### config.mk
export PLATFORM = sky130hd
export DESIGN_NAME = hse_front
export DESIGN_NICKNAME = d
export VERILOG_FILES = /design/src/hse_pkg.sv /design/src/hse_front.sv
export SDC_FILE = /design/constraint.sdc
export NUM_CORES = 1
export LEC_CHECK = 0
export BUFFER_PORTS_ARGS = -buffer_cell sky130_fd_sc_hd__buf_2
export CAP_MARGIN = 20
export CORE_ASPECT_RATIO = 0.9
export CORE_MARGIN = 8
export CORE_UTILIZATION = 50
export CTS_CLUSTER_DIAMETER = 50
export DETAILED_ROUTE_END_ITERATION = 8
export HOLD_SLACK_MARGIN = 0.02
export PLACE_DENSITY = 0.74
export SLEW_MARGIN = 10
export SYNTH_ARGS = -nofsm -noshare
export SYNTH_HDL_FRONTEND = slang
export SYNTH_SLANG_ARGS = --single-unit
### constraint.sdc
create_clock -name clock -period 2 [get_ports clock]
set_clock_uncertainty 0.1 [all_clocks]
set_input_delay 0.5 -clock clock [delete_from_list [all_inputs] [get_ports clock]]
set_output_delay 0.5 -clock clock [all_outputs]
set_load 0.01 [all_outputs]
### src/hse_pkg.sv
// Package: shared types, constants and SHA-1 helper functions for the HMAC-SHA1 engine.
`timescale 1ns / 1ps
`default_nettype none
package hse_pkg;
   localparam int BLOCK_BYTES = 64;
   localparam int NUM_KEY_WORDS = 8;
   localparam int CSR_INDEX_BITS = 3;
   localparam int QUEUE_DEPTH = 4;
   localparam logic [31:0] IPAD_WORD = 32'h36363636;
   localparam logic [31:0] OPAD_WORD = 32'h5c5c5c5c;
   localparam logic [159:0] SHA1_IV = {32'h67452301, 32'hEFCDAB89, 32'h98BADCFE,
                                       32'h10325476, 32'hC3D2E1F0};

   typedef struct packed {
      logic       start;
      logic       has_byte;
      logic [7:0] data_byte;
      logic       is_last;
   } cmd_type;

   typedef struct packed {
      logic [31:0] a;
      logic [31:0] b;
      logic [31:0] c;
      logic [31:0] d;
      logic [31:0] e;
   } regs_type;

   function automatic logic [31:0] round_k(input logic [6:0] r);
      logic [31:0] k;
      if (r < 7'd20) k = 32'h5A827999;
      else if (r < 7'd40) k = 32'h6ED9EBA1;
      else if (r < 7'd60) k = 32'h8F1BBCDC;
      else k = 32'hCA62C1D6;
      return k;
   endfunction

   function automatic logic [31:0] round_f(input logic [6:0] r, input logic [31:0] b,
                                           input logic [31:0] c, input logic [31:0] d);
      logic [31:0] f;
      if (r < 7'd20) f = (b & c) | (~b & d);
      else if (r < 7'd40) f = b ^ c ^ d;
      else if (r < 7'd60) f = (b & c) | (b & d) | (c & d);
      else f = b ^ c ^ d;
      return f;
   endfunction
endpackage
`default_nettype wire

### src/hse_front.sv
// Front end: accepts request beats, marks message starts, queues commands.
`timescale 1ns / 1ps
`default_nettype none
module hse_front #(
   parameter int QUEUE_DEPTH = hse_pkg::QUEUE_DEPTH
) (
   input  wire logic             clock,
   input  wire logic             reset,
   input  wire logic             req_valid,
   output logic                  req_stall,
   input  wire logic [7:0]       req_data_byte,
   input  wire logic             req_byte_valid,
   input  wire logic             req_is_last,
   output logic                  cmd_valid,
   input  wire logic             cmd_take,
   output hse_pkg::cmd_type      cmd
);
   localparam int AW = $clog2(QUEUE_DEPTH);
   hse_pkg::cmd_type q_ff [QUEUE_DEPTH];
   logic [AW-1:0] wp_ff, rp_ff;
   logic [AW:0] cnt_ff;
   logic started_ff;
   logic push;

   assign req_stall = (cnt_ff == (AW+1)'(QUEUE_DEPTH));
   assign push = req_valid && !req_stall;
   assign cmd_valid = (cnt_ff != '0);
   assign cmd = q_ff[rp_ff];

   always_ff @(posedge clock) begin
      if (push) q_ff[wp_ff] <= '{start: !started_ff, has_byte: req_byte_valid,
                                 data_byte: req_data_byte, is_last: req_is_last};
      if (reset) begin
         wp_ff <= '0; rp_ff <= '0; cnt_ff <= '0; started_ff <= 1'b0;
      end else begin
         if (push) begin
            wp_ff <= wp_ff + 1'b1;
            started_ff <= !req_is_last;
         end
         if (cmd_take) rp_ff <= rp_ff + 1'b1;
         cnt_ff <= cnt_ff + (AW+1)'(push) - (AW+1)'(cmd_take);
      end
   end
endmodule
`default_nettype wire

==> impl_metrics.toml <==
[timing]
min_period_ns = 2.05
worstMarginPinSlew_ns = 0.198
finalMaxSlewViolations = 0
finalSetupViolCount = 12
fin_ws_ns = -0.0539
max_slew_margin = 0.867
timing.final.crit_share = 1.03
grt_setup_unrepaired = "yes"
setup_tns_ns = -0.523
hold_viol = 0
whs_ns = 0.310
max_freq_ghz = 0.487

[worst_setup_path]
startpoint_type = "register"
crit_path_frequent_cell = "buf_6"
crit_path_max_incr_delay_ns = 0.52
worstPathRequired_ns = 1.40
path_delay_family = "multiplexers"
worstPathCellList = "buf_6, mux4_2, buf_6"
ff2ff_setup_slack_ns = -0.03
crit_slowest_cell = "mux4_2"
cp.buffers_inverters = 2
crit_path_max_fanout = 5
worstRegToRegCells = 11
cp-end-kind = "primary output"
critPathKind = "register to primary output"
cp.arrival_ns = 1.45
reg2reg_from = "cnt_ff[0]"
regToRegEndpoint = "cnt_ff[2]"

[floorplan]
fp.dieH_um = 77.3
die_width_um = 84.1
dieArea_um2 = 6490
initial_core_util = 0.515
ios = 27
core_um2 = 4050
rows = 22

[power_and_ir_drop]
p_total_mw = 2.60
powerDensity_nw_per_um2 = 1010
p_leak_nw = 0.950
peakVddDrop_mv = 0.515

[place]
dp_hpwl_mm = 2.46
port_buffers = 26
gp_congestion = 0.701

[yosys]
async_flop_share = 0
synth_cell_types = 22
synth-main-ff-cell = "edfxtp_1"
synth_nets = 131
synth-adder-area-share = 0.0456
synth_xor_area_frac = 0.0126
synthCells = 110
synth_top_family_by_area = "multiplexers"
synth_edf_count = 44
synth.yosys.seq_area_share = 0.730
synth_compound_area_frac = 0.0144
yosys.area_share.simple = 0.0546
syn_area_um2 = 2080
ys_ff_latch = 54
yosys_warnings = 0
synth_mux_area_frac = 0.121
avgSynthCellArea_um2 = 18.9

[global_route]
grt_max_degree = 16
grt_pass1_vias = 1192
antenna_found_initial = 1
grt_pass1_wl_mm = 5.71
gr-total-overflow = 0
track_usage = 0.113

[clocking]
clock_latency_ns = 0.30
root_buffer = "clkbuf_8"
htree_num_levels = 2
cts_tree = "done"
numCtsBuffers = 5
clockBufferDepth = 2
numClockSinks = 54
hold_buffers = 0
clkSlewWorstSetupHoldPaths_ns = 0.09

[final_layout]
syn_to_final_growth_pct = 23.2
multi_input_area_um2 = 526
nFillCells = 299
register_area_um2 = 1530
fin_nets = 180
n_antenna_cell = 0
layout-drive-gt1-share = 0.444

[routing]
finalWirelength_mm = 3.43
vias_per_cell = 5.19
avgRoutedWirePerCell_um = 16.5
ant_nets = 0
routed-via-count = 1080
drt_pass1_iterations = 3
drc = 0
drt_iter0_drc = 60

[min_path]
hold_start = "req_data_byte[1]"
hold_end = "q_ff[0][2]"
min_path_cells = 1
hp-class = "input pin to register"

[run]
maxCapViolations = 0

[outcome]
violations = "setup timing"
status = "finished with violations"
registers in the layout, indices dropped and copies added (netlist names), named ones only:
signal and flops:
started_ff 1, cnt_ff 3, q_ff 44, wp_ff 2
rp_ff 2
cell usage after synthesis (all sizes together), types with 2 or more instances:
library cell,instances,area share
nor2,6,0.011
xor2,2,0.0084
buf,2,0.0078
a21oi,3,0.0072
ha,6,0.036
or3,3,0.0090
edfxtp,44,0.63
mux4,11,0.12
dfxtp,10,0.096
inv,7,0.013
and2,5,0.015
o21ai,3,0.0072
power by group:
part	internal (mW)	switching (mW)	total [mW]	leakage (nW)
Clock	0.241	0.323	0.564	0.0426
Combinational	0.352	0.284	0.636	0.423
Sequential	1.35	0.0526	1.40	0.484
layout make-up:
type	instances	area share
Sequential cell	54	0.595
Multi-Input combinational cell	46	0.205
Timing Repair Buffer	45	0.135
Clock buffer	6	0.0283
Tap cell	48	0.0234
Inverter	7	0.0102
Clock inverter	2	0.00341
cells by family after synthesis:
kind of cell / count (synthesis)
flip-flops: 54
buffers and inverters: 10
XOR/XNOR: 3
multiplexers: 11
AO/OA/AOI/OAI: 6
adder cells (fa/ha/maj): 7
AND/OR/NAND/NOR: 19
how the worst max path moves through the flow:
stage / end / cells after the start
after detailed placement: cnt_ff[2] / 12
after global routing: cnt_ff[2] / 11
after CTS: cnt_ff[2] / 11
final: cmd[5] / 3
after floorplan: cnt_ff[2] / 11
after global placement: cnt_ff[2] / 12
cells in the final DEF, fill, tap and decap left out, drive strengths merged:
cell type	netlist	layout
or3	3	3
nand2	1	1
mux4	11	11
nand3b	1	1
edfxtp	44	44
nor2	6	6
xor2	2	2
buf	2	45
clkbuf	1	6
and2	5	5
inv	7	7
xnor2	1	1
clkinv	0	2
o21ai	3	3
fa	1	1
nor3	1	1
ha	6	6
nor3b	1	1
nor2b	1	1
dfxtp	10	10
a21oi	3	3
repair_timing:
action	in CTS	in global routing
pin swaps	4	3
setup endpoints to repair	12	57
buffers inserted	6	0
gates cloned	0	1
gates resized for setup	13	7
layer usage:
| layer | track usage | vias up | wire length (um) | share of wire |
|---|---|---|---|---|
| met1 | 0.122 | 535 | 1420 | 0.41 |
| met2 | 0.191 | 23 | 1760 | 0.51 |
| met3 | 0.0539 | 5 | 195 | 0.057 |
| li1 | - | 515 | - | - |
| met5 | 0 | - | 13 | 0.0038 |
| met4 | 0.0362 | 2 | 40 | 0.012 |
through the flow:
| step | std cells | setup WS (ns) | cell area [um2] | utilization |
|---|---|---|---|---|
| after detailed placement | 194 | -0.297 | 2360 | 0.583 |
| after global routing | 208 | -0.188 | 2570 | 0.635 |
| after global placement | 194 | -0.156 | 2360 | 0.583 |
| after floorplan | 110 | -0.120 | 2090 | - |
| after CTS | 208 | -0.0982 | 2540 | 0.627 |
| final | 208 | -0.0539 | 2570 | 0.635 |
Power figures use the tool's default switching activity.
