File: src/hse_pkg.sv
// Package: shared types, constants and SHA-1 helper functions for the HMAC-SHA1 engine.
`timescale 1ns / 1ps
`default_nettype none
package hse_pkg;
   localparam int BLOCK_BYTES = 64;
   localparam int NUM_KEY_WORDS = 8;
   localparam int CSR_INDEX_BITS = 3;
   localparam int QUEUE_DEPTH = 4;
   localparam logic [31:0] IPAD_WORD = 32'h36363636;
   localparam logic [31:0] OPAD_WORD = 32'h5c5c5c5c;
   localparam logic [159:0] SHA1_IV = {32'h67452301, 32'hEFCDAB89, 32'h98BADCFE,
                                       32'h10325476, 32'hC3D2E1F0};

   typedef struct packed {
      logic       start;
      logic       has_byte;
      logic [7:0] data_byte;
      logic       is_last;
   } cmd_type;

   typedef struct packed {
      logic [31:0] a;
      logic [31:0] b;
      logic [31:0] c;
      logic [31:0] d;
      logic [31:0] e;
   } regs_type;

   function automatic logic [31:0] round_k(input logic [6:0] r);
      logic [31:0] k;
      if (r < 7'd20) k = 32'h5A827999;
      else if (r < 7'd40) k = 32'h6ED9EBA1;
      else if (r < 7'd60) k = 32'h8F1BBCDC;
      else k = 32'hCA62C1D6;
      return k;
   endfunction

   function automatic logic [31:0] round_f(input logic [6:0] r, input logic [31:0] b,
                                           input logic [31:0] c, input logic [31:0] d);
      logic [31:0] f;
      if (r < 7'd20) f = (b & c) | (~b & d);
      else if (r < 7'd40) f = b ^ c ^ d;
      else if (r < 7'd60) f = (b & c) | (b & d) | (c & d);
      else f = b ^ c ^ d;
      return f;
   endfunction
endpackage
`default_nettype wire

File: src/hse_sha1_core.sv
// SHA-1 compression unit: one round per cycle over a 16-word rolling schedule.
`timescale 1ns / 1ps
`default_nettype none
module hse_sha1_core (
   input  wire logic         clock,
   input  wire logic         reset,
   input  wire logic         start,
   input  wire logic [159:0] h_in,
   input  wire logic [511:0] block,
   output logic              done,
   output logic [159:0]      h_out
);
   logic [511:0] w_ff, w_in;
   hse_pkg::regs_type v_ff, v_in;
   logic [159:0] h_ff, h_in_r;
   logic [6:0] r_ff, r_in;
   logic busy_ff, busy_in, done_ff, done_in;
   logic [31:0] wt, wnew, t;

   assign wt = w_ff[511:480];
   assign wnew = {w_ff[95:64] ^ w_ff[255:224] ^ w_ff[447:416] ^ w_ff[511:480]}
                 << 1 | {w_ff[95:64] ^ w_ff[255:224] ^ w_ff[447:416] ^ w_ff[511:480]} >> 31;
   assign t = {v_ff.a[26:0], v_ff.a[31:27]} + hse_pkg::round_f(r_ff, v_ff.b, v_ff.c, v_ff.d)
              + v_ff.e + hse_pkg::round_k(r_ff) + wt;

   always_comb begin
      w_in = w_ff; v_in = v_ff; h_in_r = h_ff; r_in = r_ff;
      busy_in = busy_ff; done_in = 1'b0;
      if (start) begin
         w_in = block; h_in_r = h_in; v_in = h_in; r_in = '0; busy_in = 1'b1;
      end else if (busy_ff) begin
         w_in = {w_ff[479:0], wnew};
         v_in.a = t; v_in.b = v_ff.a; v_in.c = {v_ff.b[1:0], v_ff.b[31:2]};
         v_in.d = v_ff.c; v_in.e = v_ff.d;
         r_in = r_ff + 7'd1;
         if (r_ff == 7'd79) begin
            busy_in = 1'b0; done_in = 1'b1;
         end
      end
   end

   always_ff @(posedge clock) begin
      w_ff <= w_in; v_ff <= v_in; h_ff <= h_in_r; r_ff <= r_in;
      if (reset) begin
         busy_ff <= 1'b0; done_ff <= 1'b0;
      end else begin
         busy_ff <= busy_in; done_ff <= done_in;
      end
   end

   assign done = done_ff;
   assign h_out = {h_ff[159:128] + v_ff.a, h_ff[127:96] + v_ff.b, h_ff[95:64] + v_ff.c,
                   h_ff[63:32] + v_ff.d, h_ff[31:0] + v_ff.e};
endmodule
`default_nettype wire

File: src/hse_back.sv
// Back end: block assembly, padding, inner/outer hashing and digest word output.
`timescale 1ns / 1ps
`default_nettype none
module hse_back (
   input  wire logic             clock,
   input  wire logic             reset,
   input  wire logic [511:0]     key,
   input  wire logic             cmd_valid,
   output logic                  cmd_take,
   input  wire hse_pkg::cmd_type cmd,
   output logic                  rsp_valid,
   input  wire logic             rsp_stall,
   output logic [31:0]           rsp_digest_word,
   output logic [2:0]            rsp_word_index,
   output logic                  rsp_last_word
);
   typedef enum logic [3:0] {
      S_IDLE, S_IPAD, S_BYTE, S_PAD, S_HASH, S_OPAD, S_OUTER, S_EMIT
   } state_type;

   state_type st_ff;
   hse_pkg::cmd_type c_ff;
   logic [511:0] buf_ff;
   logic [5:0] pos_ff;
   logic [63:0] len_ff;
   logic [159:0] ch_ff, inner_ff;
   logic padding_ff, waiting_ff, lenput_ff;
   logic [2:0] idx_ff;
   logic core_start;
   logic [159:0] core_h;
   logic [511:0] core_blk;
   logic core_done;
   logic [159:0] core_out;
   logic [7:0] pbyte;
   logic [511:0] kblk;

   hse_sha1_core u_core (.clock(clock), .reset(reset), .start(core_start), .h_in(core_h),
                         .block(core_blk), .done(core_done), .h_out(core_out));

   assign cmd_take = (st_ff == S_IDLE) && cmd_valid;
   assign rsp_valid = (st_ff == S_EMIT);
   assign rsp_digest_word = ch_ff[159:128];
   assign rsp_word_index = idx_ff;
   assign rsp_last_word = (idx_ff == 3'd4);

   always_comb begin
      kblk = key ^ {16{(st_ff == S_IDLE) ? hse_pkg::IPAD_WORD : hse_pkg::OPAD_WORD}};
      core_start = 1'b0; core_h = ch_ff; core_blk = buf_ff;
      if (st_ff == S_IDLE && cmd_valid && cmd.start) begin
         core_start = 1'b1; core_h = hse_pkg::SHA1_IV; core_blk = kblk;
      end else if (st_ff == S_HASH && !waiting_ff) begin
         core_start = 1'b1;
      end else if (st_ff == S_OPAD && !waiting_ff) begin
         core_start = 1'b1; core_h = hse_pkg::SHA1_IV; core_blk = kblk;
      end else if (st_ff == S_OUTER && !waiting_ff) begin
         core_start = 1'b1;
         core_blk = {inner_ff, 32'h80000000, 288'd0, 32'd672};
      end
      if (!padding_ff) pbyte = 8'h80;
      else if (lenput_ff) pbyte = len_ff[63:56];
      else pbyte = 8'h00;
   end

   always_ff @(posedge clock) begin
      if (reset) begin
         st_ff <= S_IDLE; buf_ff <= '0; pos_ff <= '0; len_ff <= 64'd512;
         ch_ff <= hse_pkg::SHA1_IV; padding_ff <= 1'b0; waiting_ff <= 1'b0;
         lenput_ff <= 1'b0; idx_ff <= '0;
      end else begin
         unique case (st_ff)
            S_IDLE: if (cmd_valid) begin
               c_ff <= cmd;
               if (cmd.start) begin
                  st_ff <= S_IPAD; len_ff <= 64'd512;
               end else st_ff <= S_BYTE;
            end
            S_IPAD: if (core_done) begin
               ch_ff <= core_out; st_ff <= S_BYTE;
            end
            S_BYTE: begin
               if (c_ff.has_byte) begin
                  buf_ff[(6'd63 - pos_ff)*8 +: 8] <= c_ff.data_byte;
                  pos_ff <= pos_ff + 6'd1;
                  len_ff <= len_ff + 64'd8;
                  c_ff.has_byte <= 1'b0;
                  if (pos_ff == 6'd63) begin
                     st_ff <= S_HASH; waiting_ff <= 1'b0;
                  end
               end else if (c_ff.is_last) begin
                  st_ff <= S_PAD; padding_ff <= 1'b0; lenput_ff <= 1'b0;
               end else st_ff <= S_IDLE;
            end
            S_PAD: begin
               buf_ff[(6'd63 - pos_ff)*8 +: 8] <= pbyte;
               pos_ff <= pos_ff + 6'd1;
               if (lenput_ff) len_ff <= {len_ff[55:0], 8'h00};
               if (!padding_ff) padding_ff <= 1'b1;
               if (pos_ff == 6'd55) lenput_ff <= 1'b1;
               if (pos_ff == 6'd63) begin
                  st_ff <= S_HASH; waiting_ff <= 1'b0;
               end
            end
            S_HASH: begin
               waiting_ff <= 1'b1;
               if (core_done) begin
                  ch_ff <= core_out; buf_ff <= '0; waiting_ff <= 1'b0;
                  if (!c_ff.is_last) st_ff <= S_BYTE;
                  else if (padding_ff && lenput_ff && pos_ff == 6'd0) begin
                     inner_ff <= core_out; st_ff <= S_OPAD;
                  end else st_ff <= S_PAD;
               end
            end
            S_OPAD: begin
               waiting_ff <= 1'b1;
               if (core_done) begin
                  ch_ff <= core_out; waiting_ff <= 1'b0; st_ff <= S_OUTER;
               end
            end
            S_OUTER: begin
               waiting_ff <= 1'b1;
               if (core_done) begin
                  ch_ff <= core_out; waiting_ff <= 1'b0; st_ff <= S_EMIT; idx_ff <= '0;
               end
            end
            S_EMIT: if (!rsp_stall) begin
               ch_ff <= {ch_ff[127:0], 32'd0};
               idx_ff <= idx_ff + 3'd1;
               if (idx_ff == 3'd4) begin
                  st_ff <= S_IDLE; ch_ff <= hse_pkg::SHA1_IV; buf_ff <= '0;
                  pos_ff <= '0; len_ff <= 64'd512; padding_ff <= 1'b0;
                  lenput_ff <= 1'b0;
               end
            end
            default: st_ff <= S_IDLE;
         endcase
      end
   end
endmodule
`default_nettype wire

File: config.mk
export PLATFORM = sky130hd
export DESIGN_NAME = hse_back
export DESIGN_NICKNAME = d
export VERILOG_FILES = /design/src/hse_pkg.sv /design/src/hse_sha1_core.sv /design/src/hse_back.sv
export SDC_FILE = /design/constraint.sdc
export NUM_CORES = 2
export LEC_CHECK = 0
export BUFFER_PORTS_ARGS = -buffer_cell sky130_fd_sc_hd__buf_2
export CORE_UTILIZATION = 26
export CTS_CLUSTER_SIZE = 25
export DETAILED_ROUTE_END_ITERATION = 6
export GPL_ROUTABILITY_DRIVEN = 0
export GPL_TIMING_DRIVEN = 1
export PLACE_DENSITY_LB_ADDON = 0.05
export SLEW_MARGIN = 20
export SYNTH_ARGS = -nofsm -noshare
export SYNTH_HDL_FRONTEND = slang
export SYNTH_SLANG_ARGS = --single-unit
File: constraint.sdc
create_clock -name clock -period 25.5 [get_ports clock]
set_input_delay 3.825 -clock clock [delete_from_list [all_inputs] [get_ports clock]]
set_output_delay 3.825 -clock clock [all_outputs]
set_load 0.005 [all_outputs]
==> key figures <==
Routing
  • Initial drt markers: between 10000 and 15000
  • Drt wl/cell: 37.9 um
  • DRT Wirelength: ~560 mm
  • Via count: 83375
  • Vias per cell: 5.59
  • DRT Pass-1 Iters: 7
  • Post-DRT Antenna Nets: 0
  • DRC: 6

Timing
  • Maximum clock rate: 124 MHz
  • Final worst slack: roughly 17 ns
  • WHS: 0.484 ns
  • Clock period minus worst slack: 8.09 ns
  • Slew at the pin closest to its max-slew limit: 1.38 ns
  • RSZ-0062 raised after global routing: false
  • Clock Skew: 0.0897 ns
  • Slew HR: 8.05%
  • Final period util: between 30% and 40%
  • Slew Limit Fails: 0
  • Hold Fails Final Rpt: 0
  • Endpoints failing setup: 0
  • Sum Neg Setup Slack: 0 ns

GRT
  • Number of global-route vias before repair: 79599
  • Initial antenna violation count: 75
  • First-pass GRT wire length: 739 mm
  • Total GRT Usage: 30.7%
  • Largest net degree at the start of global routing: 216
  • Total gr overflow: 0

Critical path
  • Crit-path max FO: 6
  • Crit Path Category: input pin to output port
  • CP bufs+invs: 2
  • CP required: 21.67 ns
  • CP Data Arrival Time: ~4.3 ns
  • R2R Path Start: u_core.r_ff[2]
  • Delay-heaviest family, CP: buffers and inverters
  • CP Launch Type: input pin
  • Worst path max stage delay: around 0.17 ns
  • RR Endpoint: u_core.v_ff[155]
  • Crit. End Element: output port
  • R2R depth: 22
  • Most used cell, CP: buf_2
  • CP max-delay cell: and2_1
  • R2r setup slk: approximately 18 ns
  • Worst path cell trace: buf_2 -> and2_1 -> buf_2

Run status
  • Failing checks: DRC
  • Status: complete, but fails checks

Hold path
  • Worst Hold Launch: u_core.w_ff[469]
  • Hold EP: u_core.w_ff[501]
  • Hold Path Cell Cnt: 2
  • Hold Crit Class: flop to flop

Synth
  • Mapped Nets: 10545
  • Asr flop ratio synth: 0%
  • Top_reg_cell synth: edfxtp_1
  • Post-synthesis sequential area ratio: 49.2%
  • Syn Std Cell Area: 0.0920 mm2
  • Ranking of synthesized cells by area: edfxtp_1, dfxtp_1, nor2_1
  • Seq cells post-synth: 1760
  • Distinct cell type count after synthesis: 93
  • Yosys top cell area share: about a third
  • Top cells by count, synth: nor2_1, edfxtp_1, dfxtp_1
  • Syn Inst Count: 9667
  • YS warnings: 0
  • Most frequent cell after synthesis: nor2_1
  • Average footprint of a synthesized cell: 9.52 um2
  • Synth area leader: edfxtp_1
  • Post-synth EDFFs: 1002

Clock tree
  • Clock H-tree levels: 4
  • Post-CTS setup buffers: 0
  • Clock buffer depth: 4
  • Hold-fix buffers at CTS: 0
  • TritonCTS Buffers: 222
  • CTS clk-pin slew, worst paths: about 0.06 ns
  • Clk Latency, worst-skew pair: 0.96 ns
  • Post_cts resized: 0
  • Clk Tree Root Cell: clkbuf_16
  • CTS tree: done
  • Sink Count: 1760

Die
  • Die area: 0.356 mm2
  • Core Rows: between 200 and 250
  • Die W: 597 um
  • Die H: 597 um
  • # IOs: 565
  • Starting Density: 26.1%
  • CORE AREA: approximately 0.35 mm2

Final layout
  • Net count, final: 10826
  • Share of cells above drive strength 1: 12.7%
  • Area growth from synthesis to layout: 17.1%
  • Core Util, Final: 30.6%

Placed design
  • Final HPWL DP: 429 mm
  • Place WS: 16.69 ns
  • Port-buffer cells: 564

Power and ir drop
  • Peak VDD IR: about 63 uV
  • Tot Pwr: slightly above 9000 uW
  • P per Cell Area: 85.9 mW/mm2
  • LEAKAGE: 0.0373 uW

Flow run
  • Maxcap violations: 0
-- cell usage in the layout (no fill, tap or decap), types with 241 or more instances in the layout --
cell type	count
a221oi_1	312
buf_4	241
a31oi_1	532
edfxtp_1	1002
a21oi_1	541
o21ai_0	241
xnor2_1	313
nand2_1	521
buf_2	563
nor2_1	2181
dfxtp_1	756
-- registers in the layout, summed over array words and instances (netlist names) --
name,flops
padding_ff,1
u_core.w_ff,512
u_core.h_ff,160
pos_ff,6
buf_ff,512
waiting_ff,1
rsp_word_index,3
u_core.v_ff,160
st_ff,4
lenput_ff,1
len_ff,61
u_core.busy_ff,1
ch_ff,160
u_core.done,1
u_core.r_ff,7
c_ff,10
inner_ff,160
-- logic make-up (layout without fill, tap and decap cells) --
family | count (synthesis) | after routing | synth area share (%)
XOR/XNOR | 478 | 478 | 4.57
buffers and inverters | 951 | 1426 | 4.23
AO/OA/AOI/OAI | 2684 | 2684 | 20.0
adder cells (fa/ha/maj) | 351 | 351 | 5.79
flip-flops | 1760 | 1760 | 49.2
other | 1 | 37 | 0.00408
AND/OR/NAND/NOR | 3348 | 3348 | 15.2
multiplexers | 94 | 94 | 1.02
-- per-stage QoR --
step | cells | instance area (um2)
global route | 14882 | 108000
detailed placement | 14441 | 100000
finish | 14908 | 108000
floorplan | 9667 | 92000
global placement | 14431 | 99800
CTS | 14859 | 107000
-- layout make-up --
class | count | area (um2)
Fill cell | 37223 | 245000
Sequential cell | 1760 | 45300
Multi-Input combinational cell | 6956 | 43300
Clock buffer | 353 | 6810
Tap cell | 4730 | 5920
Timing Repair Buffer | 828 | 5050
Inverter | 180 | 686
Clock inverter | 65 | 644
Antenna cell | 36 | 90.1
-- power breakdown --
group | total [uW] | leakage [uW] | internal, uW | switching [uW]
combinational | 2480 | 0.0185 | 912 | 1570
sequential | 3460 | 0.0151 | 3260 | 201
clock | 3310 | 0.00366 | 1910 | 1400
total | 9250 | 0.0373 | 6080 | 3170
-- worst max-delay path by stage --
stage,cells after the start,start,to
after floorplan,6,cmd_valid,u_core.v_ff[0]
after global placement,9,cmd_valid,u_core.w_ff[345]
after CTS,3,cmd_valid,cmd_take
after global routing,3,cmd_valid,cmd_take
after detailed placement,9,cmd_valid,u_core.w_ff[345]
final,3,cmd_valid,cmd_take
-- worst min-delay path: stages (launching register included) --
cell      delay, ns
edfxtp_1       0.33
nand2_1        0.05
o221ai_1       0.06
-- layer usage --
layer | wire [um] | global-route usage [%] | part of all wire [%]
met4 | 42600 | 20.1 | 7.6
met2 | 259000 | 49.3 | 46
met1 | 227000 | 37.9 | 40
met3 | 35600 | 5.12 | 6.3
met5 | 106 | 0 | 0.019
Power figures use the tool's default switching activity.
